**src/msps_pkg.sv**
```systemverilog
// ----------------------------------------------------------------------------
// msps_pkg
// Shared types and constants for the motion segment path stepper: field
// widths, operation and status codes, and the step divider request and
// response words.
// ----------------------------------------------------------------------------
package msps_pkg;

    // field widths
    localparam int POS_W   = 32;
    localparam int STEP_W  = 24;
    localparam int TICKS_W = 16;
    localparam int LIFE_W  = 24;
    localparam int SEG_W   = 2 * STEP_W + TICKS_W;

    // iteration counter of the step divider, holds STEP_W itself
    localparam int DIV_CNT_W = $clog2(STEP_W + 1);

    // default queue depth
    localparam int QUEUE_DEPTH_DEF = 16;

    // operation codes on s_func
    localparam logic [1:0] FUNC_TICK    = 2'd0;
    localparam logic [1:0] FUNC_APPEND  = 2'd1;
    localparam logic [1:0] FUNC_RESTART = 2'd2;

    // result status codes
    localparam logic [1:0] STATUS_OK         = 2'd0;
    localparam logic [1:0] STATUS_FULL       = 2'd1;
    localparam logic [1:0] STATUS_ZERO_TICKS = 2'd2;

    // configuration register indexes
    localparam logic CFG_REPEAT_PATH = 1'b0;
    localparam logic CFG_TOTAL_LIFE  = 1'b1;

    // step divider request: start pulse, signed dividend, nonzero divisor
    typedef struct packed {
        logic                      start;
        logic signed [STEP_W-1:0]  dividend;
        logic        [TICKS_W-1:0] divisor;
    } div_req_t;

    // step divider response: one-cycle done pulse with the quotient
    typedef struct packed {
        logic                     done;
        logic signed [STEP_W-1:0] quotient;
    } div_rsp_t;

endpackage

```
**src/motion_segment_path_stepper_top.sv**
```systemverilog
// ----------------------------------------------------------------------------
// motion_segment_path_stepper_top
// Moves one point along a queue of straight segments: append, tick, restart.
// ----------------------------------------------------------------------------
// One word in gives one result word out. Items are handled one at a time:
// a tick on a nonempty queue goes from accept through the queue memory
// read and the position update to the result; a tick on an empty queue,
// a restart, a rejected append or an unused code goes straight from accept
// to the result; an accepted append passes through the shared serial
// divider, which works out the x step and then the y step (start, one
// quotient bit per cycle for 24 bits, done), before the result. A new word
// is taken while the previous result still waits in the output register.
// The segment queue is a memory of QUEUE_DEPTH 64-bit entries with a
// registered read port; it needs no clearing after reset, since only written
// entries are ever read. Configuration writes are taken in every cycle.
module motion_segment_path_stepper_top
    import msps_pkg::*;
#(
    parameter int QUEUE_DEPTH = QUEUE_DEPTH_DEF,
    localparam int PTR_W = $clog2(QUEUE_DEPTH),
    localparam int CNT_W = $clog2(QUEUE_DEPTH + 1)
) (
    input  logic                      aclk,
    input  logic                      aresetn,

    // configuration write channel
    input  logic                      cfg_valid,
    output logic                      cfg_ready,
    input  logic                      cfg_index,
    input  logic [LIFE_W-1:0]         cfg_data,

    // input channel
    input  logic                      s_valid,
    output logic                      s_ready,
    input  logic [1:0]                s_func,
    input  logic signed [STEP_W-1:0]  s_seg_dx,
    input  logic signed [STEP_W-1:0]  s_seg_dy,
    input  logic [TICKS_W-1:0]        s_seg_ticks,
    input  logic signed [POS_W-1:0]   s_new_x,
    input  logic signed [POS_W-1:0]   s_new_y,

    // result channel
    output logic                      m_valid,
    input  logic                      m_ready,
    output logic signed [POS_W-1:0]   m_pos_x,
    output logic signed [POS_W-1:0]   m_pos_y,
    output logic [LIFE_W-1:0]         m_ticks_lived,
    output logic                      m_expired,
    output logic [CNT_W-1:0]          m_queued_segments,
    output logic [1:0]                m_status
);

    typedef enum logic [2:0] {
        ST_IDLE,
        ST_TICK_RD,
        ST_TICK_APPLY,
        ST_DIV_X,
        ST_DIV_Y,
        ST_DONE
    } state_t;

    state_t                  state_reg;

    // configuration
    logic                    repeat_path_reg;
    logic [LIFE_W-1:0]       total_life_reg;

    // path state
    logic [TICKS_W-1:0]      head_left_reg;
    logic [PTR_W-1:0]        head_reg;
    logic [PTR_W-1:0]        tail_reg;
    logic [CNT_W-1:0]        count_reg;
    logic [POS_W-1:0]        pos_x_reg;
    logic [POS_W-1:0]        pos_y_reg;
    logic [LIFE_W-1:0]       tick_count_reg;

    // per-item working registers
    logic [1:0]              status_reg;
    logic signed [STEP_W-1:0] dy_reg;
    logic [TICKS_W-1:0]      ticks_reg;
    logic [STEP_W-1:0]       step_x_reg;

    // result register
    logic                    m_valid_reg;
    logic [POS_W-1:0]        m_pos_x_reg;
    logic [POS_W-1:0]        m_pos_y_reg;
    logic [LIFE_W-1:0]       m_ticks_reg;
    logic                    m_expired_reg;
    logic [CNT_W-1:0]        m_count_reg;
    logic [1:0]              m_status_reg;

    // segment queue memory
    logic [SEG_W-1:0]        seg_mem [QUEUE_DEPTH];
    logic [SEG_W-1:0]        rd_data_reg;
    logic                    mem_we;
    logic [SEG_W-1:0]        mem_wdata;

    div_req_t                div_req;
    div_rsp_t                div_rsp;

    logic                    s_accept;
    logic [TICKS_W-1:0]      left_now;
    logic                    seg_last;
    logic [POS_W-1:0]        step_x_ext;
    logic [POS_W-1:0]        step_y_ext;

    // wrap a queue pointer at the depth
    function automatic logic [PTR_W-1:0] ptr_inc(input logic [PTR_W-1:0] p);
        logic [PTR_W-1:0] r;
        if (p == PTR_W'(QUEUE_DEPTH - 1)) begin
            r = '0;
        end else begin
            r = p + 1'b1;
        end
        return r;
    endfunction

    assign cfg_ready = 1'b1;
    assign s_ready   = (state_reg == ST_IDLE);
    assign s_accept  = s_valid && s_ready;

    // head segment as read from the queue
    assign left_now   = (head_left_reg == '0) ? rd_data_reg[TICKS_W-1:0] : head_left_reg;
    assign seg_last   = (left_now[TICKS_W-1:1] == '0);
    assign step_x_ext = {{(POS_W-STEP_W){rd_data_reg[SEG_W-1]}},
                         rd_data_reg[SEG_W-1 -: STEP_W]};
    assign step_y_ext = {{(POS_W-STEP_W){rd_data_reg[TICKS_W+STEP_W-1]}},
                         rd_data_reg[TICKS_W +: STEP_W]};

    // divider requests: x step on accept, y step when x is done
    always_comb begin
        div_req.start    = 1'b0;
        div_req.dividend = s_seg_dx;
        div_req.divisor  = s_seg_ticks;
        if (state_reg == ST_IDLE) begin
            div_req.start = s_accept && (s_func == FUNC_APPEND) &&
                            (s_seg_ticks != '0) && (count_reg < CNT_W'(QUEUE_DEPTH));
        end else if (state_reg == ST_DIV_X) begin
            div_req.start    = div_rsp.done;
            div_req.dividend = dy_reg;
            div_req.divisor  = ticks_reg;
        end
    end

    // queue write: new segment at the end of the y division, or requeue in repeat
    always_comb begin
        mem_we    = 1'b0;
        mem_wdata = rd_data_reg;
        if (state_reg == ST_DIV_Y && div_rsp.done) begin
            mem_we    = 1'b1;
            mem_wdata = {step_x_reg, div_rsp.quotient, ticks_reg};
        end else if (state_reg == ST_TICK_APPLY && seg_last && repeat_path_reg) begin
            mem_we = 1'b1;
        end
    end

    // queue memory, registered read at the head
    always_ff @(posedge aclk) begin
        if (mem_we) begin
            seg_mem[tail_reg] <= mem_wdata;
        end
        rd_data_reg <= seg_mem[head_reg];
    end

    msps_div u_div (
        .aclk    (aclk),
        .aresetn (aresetn),
        .req     (div_req),
        .rsp     (div_rsp)
    );

    // sequencer, path state and result register
    always_ff @(posedge aclk) begin
        if (!aresetn) begin
            state_reg       <= ST_IDLE;
            repeat_path_reg <= 1'b0;
            total_life_reg  <= '0;
            head_left_reg   <= '0;
            head_reg        <= '0;
            tail_reg        <= '0;
            count_reg       <= '0;
            pos_x_reg       <= '0;
            pos_y_reg       <= '0;
            tick_count_reg  <= '0;
            m_valid_reg     <= 1'b0;
        end else begin
            // configuration writes
            if (cfg_valid && cfg_ready) begin
                unique case (cfg_index)
                    CFG_REPEAT_PATH: repeat_path_reg <= cfg_data[0];
                    CFG_TOTAL_LIFE:  total_life_reg  <= cfg_data;
                    default:         ;
                endcase
            end

            // output register empties when its word is taken and nothing new loads
            if (m_valid_reg && m_ready && state_reg != ST_DONE) begin
                m_valid_reg <= 1'b0;
            end

            unique case (state_reg)
                ST_IDLE: begin
                    if (s_accept) begin
                        dy_reg    <= s_seg_dy;
                        ticks_reg <= s_seg_ticks;
                        unique case (s_func)
                            FUNC_TICK: begin
                                status_reg <= STATUS_OK;
                                state_reg  <= (count_reg != '0) ? ST_TICK_RD : ST_DONE;
                            end
                            FUNC_APPEND: begin
                                if (s_seg_ticks == '0) begin
                                    status_reg <= STATUS_ZERO_TICKS;
                                    state_reg  <= ST_DONE;
                                end else if (count_reg >= CNT_W'(QUEUE_DEPTH)) begin
                                    status_reg <= STATUS_FULL;
                                    state_reg  <= ST_DONE;
                                end else begin
                                    status_reg <= STATUS_OK;
                                    state_reg  <= ST_DIV_X;
                                end
                            end
                            FUNC_RESTART: begin
                                status_reg     <= STATUS_OK;
                                state_reg      <= ST_DONE;
                                head_left_reg  <= '0;
                                head_reg       <= '0;
                                tail_reg       <= '0;
                                count_reg      <= '0;
                                pos_x_reg      <= s_new_x;
                                pos_y_reg      <= s_new_y;
                                tick_count_reg <= '0;
                            end
                            default: begin
                                status_reg <= STATUS_OK;
                                state_reg  <= ST_DONE;
                            end
                        endcase
                    end
                end
                ST_TICK_RD: begin
                    state_reg <= ST_TICK_APPLY;
                end
                ST_TICK_APPLY: begin
                    pos_x_reg <= pos_x_reg + step_x_ext;
                    pos_y_reg <= pos_y_reg + step_y_ext;
                    if (seg_last) begin
                        head_left_reg <= '0;
                        head_reg      <= ptr_inc(head_reg);
                        if (repeat_path_reg) begin
                            tail_reg <= ptr_inc(tail_reg);
                        end else begin
                            count_reg <= count_reg - 1'b1;
                        end
                    end else begin
                        head_left_reg <= left_now - 1'b1;
                    end
                    if (tick_count_reg != '1) begin
                        tick_count_reg <= tick_count_reg + 1'b1;
                    end
                    state_reg <= ST_DONE;
                end
                ST_DIV_X: begin
                    if (div_rsp.done) begin
                        step_x_reg <= div_rsp.quotient;
                        state_reg  <= ST_DIV_Y;
                    end
                end
                ST_DIV_Y: begin
                    if (div_rsp.done) begin
                        tail_reg  <= ptr_inc(tail_reg);
                        count_reg <= count_reg + 1'b1;
                        state_reg <= ST_DONE;
                    end
                end
                ST_DONE: begin
                    // load the result once the output register is free
                    if (!m_valid_reg || m_ready) begin
                        m_valid_reg   <= 1'b1;
                        m_pos_x_reg   <= pos_x_reg;
                        m_pos_y_reg   <= pos_y_reg;
                        m_ticks_reg   <= tick_count_reg;
                        m_expired_reg <= (total_life_reg != '0) &&
                                         (tick_count_reg == total_life_reg);
                        m_count_reg   <= count_reg;
                        m_status_reg  <= status_reg;
                        state_reg     <= ST_IDLE;
                    end
                end
                default: state_reg <= ST_IDLE;
            endcase
        end
    end

    assign m_valid           = m_valid_reg;
    assign m_pos_x           = m_pos_x_reg;
    assign m_pos_y           = m_pos_y_reg;
    assign m_ticks_lived     = m_ticks_reg;
    assign m_expired         = m_expired_reg;
    assign m_queued_segments = m_count_reg;
    assign m_status          = m_status_reg;

    // the queue never holds more segments than it has entries
    a_count_bound: assert property (@(posedge aclk) disable iff (!aresetn)
        count_reg <= CNT_W'(QUEUE_DEPTH))
        else $error("segment count above queue depth");

    // a segment in progress implies a nonempty queue
    a_head_needs_segment: assert property (@(posedge aclk) disable iff (!aresetn)
        (head_left_reg != '0) |-> (count_reg != '0))
        else $error("head ticks left with an empty queue");

    // divider results only arrive while an append is dividing
    a_div_done_in_append: assert property (@(posedge aclk) disable iff (!aresetn)
        div_rsp.done |-> (state_reg == ST_DIV_X || state_reg == ST_DIV_Y))
        else $error("divider done outside an append");

    // the divider has nothing left to deliver once an item has finished
    a_append_starts_div: assert property (@(posedge aclk) disable iff (!aresetn)
        (state_reg == ST_IDLE && $past(state_reg) != ST_IDLE && $past(aresetn)
         && state_reg != $past(state_reg)) |-> !div_rsp.done)
        else $error("divider still busy after item finished");

endmodule

```
**src/msps_div.sv**
```systemverilog
// ----------------------------------------------------------------------------
// msps_div
// Serial restoring divider for segment steps: a signed 24-bit displacement
// over an unsigned 16-bit duration, quotient truncated toward zero. One
// quotient bit per cycle.
// ----------------------------------------------------------------------------
module msps_div
    import msps_pkg::*;
(
    input  logic     aclk,
    input  logic     aresetn,
    input  div_req_t req,
    output div_rsp_t rsp
);

    logic                    busy_reg;
    logic                    done_reg;
    logic                    neg_reg;
    logic [DIV_CNT_W-1:0]    cnt_reg;
    logic [STEP_W-1:0]       quo_reg;
    logic [TICKS_W:0]        rem_reg;
    logic [TICKS_W-1:0]      div_reg;
    logic signed [STEP_W-1:0] result_reg;

    logic [TICKS_W:0]        rem_shift;
    logic                    fits;
    logic [STEP_W-1:0]       magnitude;

    // magnitude of the incoming dividend, -2^23 maps to 2^23 unsigned
    assign magnitude = req.dividend[STEP_W-1] ? (~req.dividend + 1'b1) : req.dividend;

    // one restoring step: shift in the next dividend bit and try a subtract
    assign rem_shift = {rem_reg[TICKS_W-1:0], quo_reg[STEP_W-1]};
    assign fits      = (rem_shift >= {1'b0, div_reg});

    // sequencer and datapath
    always_ff @(posedge aclk) begin
        if (!aresetn) begin
            busy_reg <= 1'b0;
            done_reg <= 1'b0;
            cnt_reg  <= '0;
        end else begin
            done_reg <= 1'b0;
            if (req.start) begin
                busy_reg <= 1'b1;
                cnt_reg  <= DIV_CNT_W'(STEP_W);
                neg_reg  <= req.dividend[STEP_W-1];
                quo_reg  <= magnitude;
                rem_reg  <= '0;
                div_reg  <= req.divisor;
            end else if (busy_reg) begin
                if (cnt_reg == '0) begin
                    busy_reg   <= 1'b0;
                    done_reg   <= 1'b1;
                    result_reg <= neg_reg ? (~quo_reg + 1'b1) : quo_reg;
                end else begin
                    cnt_reg <= cnt_reg - 1'b1;
                    quo_reg <= {quo_reg[STEP_W-2:0], fits};
                    rem_reg <= fits ? (rem_shift - {1'b0, div_reg}) : rem_shift;
                end
            end
        end
    end

    assign rsp.done     = done_reg;
    assign rsp.quotient = result_reg;

endmodule
```
**config.mk**
```make
export PLATFORM = sky130hd
export DESIGN_NAME = motion_segment_path_stepper_top
export DESIGN_NICKNAME = d
export VERILOG_FILES = /design/src/msps_pkg.sv /design/src/motion_segment_path_stepper_top.sv /design/src/msps_div.sv
export SDC_FILE = /design/constraint.sdc
export NUM_CORES = 2
export LEC_CHECK = 0
export ABC_AREA = 1
export BUFFER_PORTS_ARGS = -buffer_cell sky130_fd_sc_hd__buf_2
export CORE_AREA = 5 5 381 570
export CTS_CLUSTER_SIZE = 8
export DETAILED_ROUTE_END_ITERATION = 10
export DIE_AREA = 0 0 386 575
export GPL_TIMING_DRIVEN = 0
export PLACE_DENSITY = 0.53
export RECOVER_POWER = 100
export SKIP_CTS_REPAIR_TIMING = 1
export SYNTH_ARGS = -nofsm -noshare
export SYNTH_HDL_FRONTEND = slang
export SYNTH_HIERARCHICAL = 1
export SYNTH_SLANG_ARGS = --single-unit
```
**constraint.sdc**
```tcl
create_clock -name aclk -period 13.5 [get_ports aclk]
set_input_delay 2.7 -clock aclk [delete_from_list [all_inputs] [get_ports aclk]]
set_output_delay 2.7 -clock aclk [all_outputs]
set_load 0.01 [all_outputs]
```
# Yosys cells after proc, flatten, opt, wreduce, memory -nomap -nowiden
# Memories as Yosys holds them, arrays and structs flattened. A register that Yosys moved wholly into a read port is not among the register bits.
# Index checks and enable logic that the tools add are counted.
[classes] add_sub_neg=12 muxes=68 reduce_logical=43 multipliers=0 bitwise_logic=8 n_eq_ne=22 order_cmp=3 div_mod_pow=0 shifts=0
[ops] operator="2-to-1 mux 24 bit" count=8
[ops] operator="2-to-1 mux 32 bit" count=4
[ops] operator="one-hot mux 32 bit (2 select lines)" count=2
[ops] operator="2-to-1 mux 16 bit" count=7
[ops] operator="adder 24 x 1 -> 24 bit, second input constant" count=3
[ops] operator="adder 32 bit" count=2
[ops] operator="2-to-1 mux 64 bit" count=1
[ops] operator="inverter 24 bit" count=2
[ops] operator="one-hot mux 24 bit (2 select lines)" count=1
[ops] operator="2-to-1 mux 41 bit" count=1
[ops] operator="2-to-1 mux 40 bit" count=1
[ops] operator="2-to-1 mux 5 bit" count=8
[ops] operator="logical NOT 16 bit" count=2
[ops] operator="2-to-1 mux 4 bit" count=8
[ops] operator="one-hot mux 16 bit (2 select lines)" count=1
[ops] operator="equality test 24 bit" count=1
[ops] operator="!= test 24 bit, second input constant" count=1
[ops] operator="nonzero test 24 bit" count=1
[ops] operator="2-to-1 mux 3 bit" count=7
[ops] operator="one-hot mux 3 bit (6 select lines)" count=1
[ops] operator="greater-or-equal comparator 17 x 16 -> 1 bit" count=1
[ops] operator="AND reduction 4 bit" count=4
[ops] operator="nonzero test 16 bit" count=1
[ops] operator="subtractor 16 x 1 -> 16 bit, second input constant" count=1
[ops] operator="37 further kinds" count=87
[totals] inputBits=160 latch_bits=0 out_inout_bits=99 mem_count=1 rom_bits=0 ramBits=1024 word_cells=188 ff_bits=396
[memory_table] name="seg_mem" depth=16 word_bits=64 read_ports=1 rd_clocked_by_memory_dff=1 write_ports=1 line="motion_segment_path_stepper_top.sv:93" text="logic [SEG_W-1:0] seg_mem [QUEUE_DEPTH];"

# Logic depth before layout (Yosys ltp)
[logic_depth] depth_word=9 mapped_depth=17 ltp_nobuf=15

# By module
# The synthesis kept the hierarchy.
[modules_own_cells] module="motion_segment_path_stepper_top" seq_area_each_um2=39818.2 area_each_um2=59457.0 cells_per_inst=5025 n_inst=1
[modules_own_cells] module="msps_div" seq_area_each_um2=2572.5 area_each_um2=5806.8 cells_per_inst=753 n_inst=1

# Worst setup path after synthesis
# OpenSTA, ideal clock, no wires.
[synth_timing] path_type="input port to flip-flop" startpoint="input aresetn" endpoint="register m_expired_reg (netlist: m_expired) (enable)" setup_slack_ns=3.343 t_arrival_ns=9.488 required_ns=12.832 setup_ns=0.668 n_path_buf=1 cell_stages=3 path_cell_list="inv_2 > clkbuf_1 > nor3_1"
[synth_via] elab_chain_cells=1
[synth_lines] item="start: declaration" line="motion_segment_path_stepper_top.sv:24" text="input logic aresetn,"
[synth_lines] item="AND reduction 3 bit (no source line)"
[synth_lines] item="end signal: assignment" line="motion_segment_path_stepper_top.sv:283" text="m_expired_reg <= (total_life_reg != '0) &&"
[synth_lines] item="end: declaration" line="motion_segment_path_stepper_top.sv:88" text="logic m_expired_reg;"
# No other way between the ends.
# A chain may end at the register's enable or synchronous reset.

# Final worst setup path
[layout_timing] startpoint="register state_reg[1]" endpoint="memory seg_mem[14][24] (netlist bit) (enable)"
[layout_via] elab_chain_cells=7 word_cells_on_any_way=9 cone_classes="eq/ne (2); mux (4); reduce/logical (3)"
[layout_lines] item="start: declaration" line="motion_segment_path_stepper_top.sv:62" text="state_t state_reg;"
[layout_lines] item="start signal: assignment" line="motion_segment_path_stepper_top.sv:209" text="state_reg <= (count_reg != '0) ? ST_TICK_RD : ST_DONE;"
[layout_lines] item="equality test 3 x 2 -> 1 bit" line="motion_segment_path_stepper_top.sv:152" text="end else if (state_reg == ST_TICK_APPLY && seg_last && repeat_path_reg) begin"
[layout_lines] item="logical AND 1 bit (2 in series)" line="motion_segment_path_stepper_top.sv:152"
[layout_lines] item="2-to-1 mux 1 bit" line="motion_segment_path_stepper_top.sv:152"
[layout_lines] item="2-to-1 mux 1 bit *" line="motion_segment_path_stepper_top.sv:149" text="if (state_reg == ST_DIV_Y && div_rsp.done) begin"
[layout_lines] item="2-to-1 mux 1 bit *" line="motion_segment_path_stepper_top.sv:159" text="if (mem_we) begin"
[layout_lines] item="2-to-1 mux 1 bit (implied by the code) *" line="motion_segment_path_stepper_top.sv:160" text="seg_mem[tail_reg] <= mem_wdata;"
[layout_lines] item="end: declaration" line="motion_segment_path_stepper_top.sv:93"
# Every way passes the cells marked *; elsewhere a longest branch is shown, timed or not.

==> results.sh <==
export IMPL_status="complete, but fails checks"
export IMPL_violations="capacitance limit, slew limit"
export IMPL_synth_nets=6033
export IMPL_insertion_delay_ns=0.87
export IMPL_layout_drive_gt1_share=0.07588
export IMPL_grt_overflow_total=0
export IMPL_swShare=0.4055
export IMPL_cap_violations=50
export IMPL_grt_pass1_vias=47380
export IMPL_netlist_area_um2=65260
export IMPL_global_route_usage_met1=0.2263
export IMPL_slowest_stage="nor2_1"
export IMPL_leakage_uw=0.02723
export IMPL_post_dp_hpwl_um=173800
export IMPL_use_met3=0.03074
export IMPL_preCtsSetupSlack_ns=6.753
export IMPL_place_congestion=0.8930
export IMPL_fillerInstances=20940
export IMPL_clockPowerShare=0.277
export IMPL_worst_clock_skew_ns=0.06550
export IMPL_synthFlopType="edfxtp_1"
export IMPL_avgSynthCellArea_um2=11.30
export IMPL_finalSetupViolCount=0
export IMPL_grt_max_degree=26
export IMPL_numCtsBuffers=213
export IMPL_async_flop_share=0
export IMPL_slowest_delay_ns=1.50
export IMPL_pwr_share_seq=0.342
export IMPL_arrival_ns=9.63
export IMPL_cp_max_fo=19
export IMPL_area_delta_synth_final_pct=17.06
export IMPL_dieArea_um2=222000
export IMPL_crit_top_cell="clkbuf_1"
export IMPL_crit_start="state_reg[1]"
export IMPL_internal_power_uw=10740
export IMPL_peakVddDrop_mv=0.1377
export IMPL_grt_util_met2=0.3772
export IMPL_max_freq_mhz=108.3
export IMPL_grt_pass1_wl_um=332200
export IMPL_clock_sinks=1484
export IMPL_power_density_nw_per_um2=236.4
export IMPL_synth_most_common_cell="edfxtp_1"
export IMPL_cpLargestDelayFamily="buffers and inverters"
export IMPL_drt_pass1_iter_count=5
export IMPL_reg2reg_from="state_reg[1]"
export IMPL_cts_tree="built"
export IMPL_drc=0
export IMPL_rsz0062_at_grt="false"
export IMPL_setup_tns_final_ns=0
export IMPL_min_from="tick_count_reg[10]"
export IMPL_vias=47390
export IMPL_power_uw=18060
export IMPL_path_class="reg -> reg"
export IMPL_htree_levels=4
export IMPL_yosys_area_top_type_share=0.5830
export IMPL_multi_input_area_um2=19500
export IMPL_initial_core_util=0.3084
export IMPL_antenna_found_initial=14
export IMPL_cp_start_kind="flip-flop"
export IMPL_synth_edff_count=1267
export IMPL_yosysTopAreaCell="edfxtp_1"
export IMPL_port_buffers=257
export IMPL_clk_pin_slew_ns=0.05
export IMPL_critPathBufInv=6
export IMPL_ys_seq_area_frac=0.6495
export IMPL_slew_headroom=-0.6103
export IMPL_hp_class="reg -> reg"
export IMPL_via_per_inst=5.090
export IMPL_cts_max_path_buffers=4
export IMPL_avgRoutedWirePerCell_um=25.40
export IMPL_clockRootBuffer="clkbuf_16"
export IMPL_cp_end_kind="flip-flop"
export IMPL_core_um2=211600
export IMPL_drtAntennaViolNets=0
export IMPL_die_h_um=575
export IMPL_crit_chain="clkbuf_1 > nor2_1 > nand2_1 > inv_1 > nand2_1 > clkbuf_1 > nand2_1 > nand2_1 > nor2_1 > clkbuf_1 > clkbuf_1 > clkbuf_1"
export IMPL_yosys_cell_types_count=56
export IMPL_pwr_share_comb=0.381
export IMPL_period_minus_slack_ns=9.236
export IMPL_timing_final_ws_setup_ns=4.264
export IMPL_ios=259
export IMPL_ys_warnings_count=6
export IMPL_fp_dieW_um=386
export IMPL_first_iter_violations=3688
export IMPL_cp_required_ns=13.90
export IMPL_rows=207
export IMPL_ys_ff_latch=1484
export IMPL_yosys_top_cells_area="edfxtp_1, dfxtp_1, nand2_1"
export IMPL_syn_inst=5778
export IMPL_synth_common_cells="edfxtp_1, nand2_1, inv_1, o21ai_0, a21oi_1"
export IMPL_grt_usage=0.2057
export IMPL_wirelength_um=236500
export IMPL_nNetsFinal=6573
export IMPL_largest_reg_flops=1024
export IMPL_grt_busiest_layer="met2"
export IMPL_hold_viol=0
export IMPL_drv_slew=891
export IMPL_hold_ws_ns=0.4351
export IMPL_p_sw_uw=7324
export IMPL_tightest_slew_ns=2.407
export IMPL_regArea_um2=42390
export IMPL_fin_crit_sh=0.6841
-- metrics by stage --
stage               instances    util  area, um2
floorplan                5778       -      65260
CTS                      9304  0.3673      77720
global placement         8856  0.3312      70080
finish                   9310  0.3610      76400
detailed placement       8923  0.3381      71540
global route             9306  0.3610      76390
-- final timing paths --
check                            to  slack (ns)  cells after the start
setup reg to reg    seg_mem[14][24]        4.26                     12
hold / removal    m_ticks_lived[10]        0.44                      0
hold reg to reg   m_ticks_lived[10]        0.44                      0
setup / recovery    seg_mem[14][24]        4.26                     12
-- placed cells by master (no fill, tap or decap), types with 9 or more instances in the layout --
| master | count |
|---|---|
| buf_1 | 22 |
| nand2_2 | 15 |
| buf_2 | 188 |
| nand2_1 | 795 |
| a21oi_1 | 464 |
| dfxtp_1 | 217 |
| edfxtp_1 | 1267 |
| nand4_1 | 53 |
| buf_6 | 9 |
| o22ai_1 | 24 |
| mux2_1 | 48 |
| o211ai_1 | 266 |
| nand3_1 | 273 |
| nor2_2 | 12 |
| xor2_1 | 70 |
| clkbuf_1 | 532 |
| xnor2_1 | 25 |
| nor2_1 | 387 |
| nor4_1 | 15 |
| inv_1 | 571 |
| ha_1 | 91 |
| nor3_1 | 45 |
| o21ai_0 | 497 |
| mux2i_1 | 256 |
| clkbuf_16 | 214 |
-- worst register-to-register path: stages (launching register included) --
cell	delay, ns
dfxtp_1	0.30
clkbuf_1	0.42
nor2_1	0.33
nand2_1	0.25
inv_1	0.29
nand2_1	0.43
clkbuf_1	0.59
nand2_1	0.36
nand2_1	0.16
nor2_1	1.50
clkbuf_1	1.39
clkbuf_1	1.31
clkbuf_1	1.43
-- logic make-up after synthesis --
kind of cell	synth area share
xor+xnor	0.01275
other cells	0.00005746
flops	0.6495
mux	0.04755
fa+ha+maj	0.01867
compound gates	0.1121
simple gates	0.1080
buf+inv	0.05140
-- metal layers --
layer  part of all wire  up-vias
met4              0.064        6
met2               0.51     1848
li1                   -    21650
met5            0.00014        -
met3              0.062      585
met1               0.36    23310
-- power groups by stage --
stage	registers (uW)	logic, uW	clock network, uW
3_5_place_dp	6240	6890	0
5_1_grt	6190	7490	5260
3_3_place_gp	6250	6810	0
4_1_cts	6150	6910	5070
6_report	6170	6890	5000
2_1_floorplan	6030	4400	0
-- layout make-up --
class / instances / area share
Antenna cell: 5 / 0.0001638
Buffer: 278 / 0.01507
Clock buffer: 372 / 0.07825
Clock inverter: 9 / 0.002653
Inverter: 581 / 0.02856
Multi-Input combinational cell: 3435 / 0.2553
Sequential cell: 1484 / 0.5549
Tap cell: 2821 / 0.04620
Timing Repair Buffer: 325 / 0.01893
No activity file was read; power rests on OpenSTA's default activity.
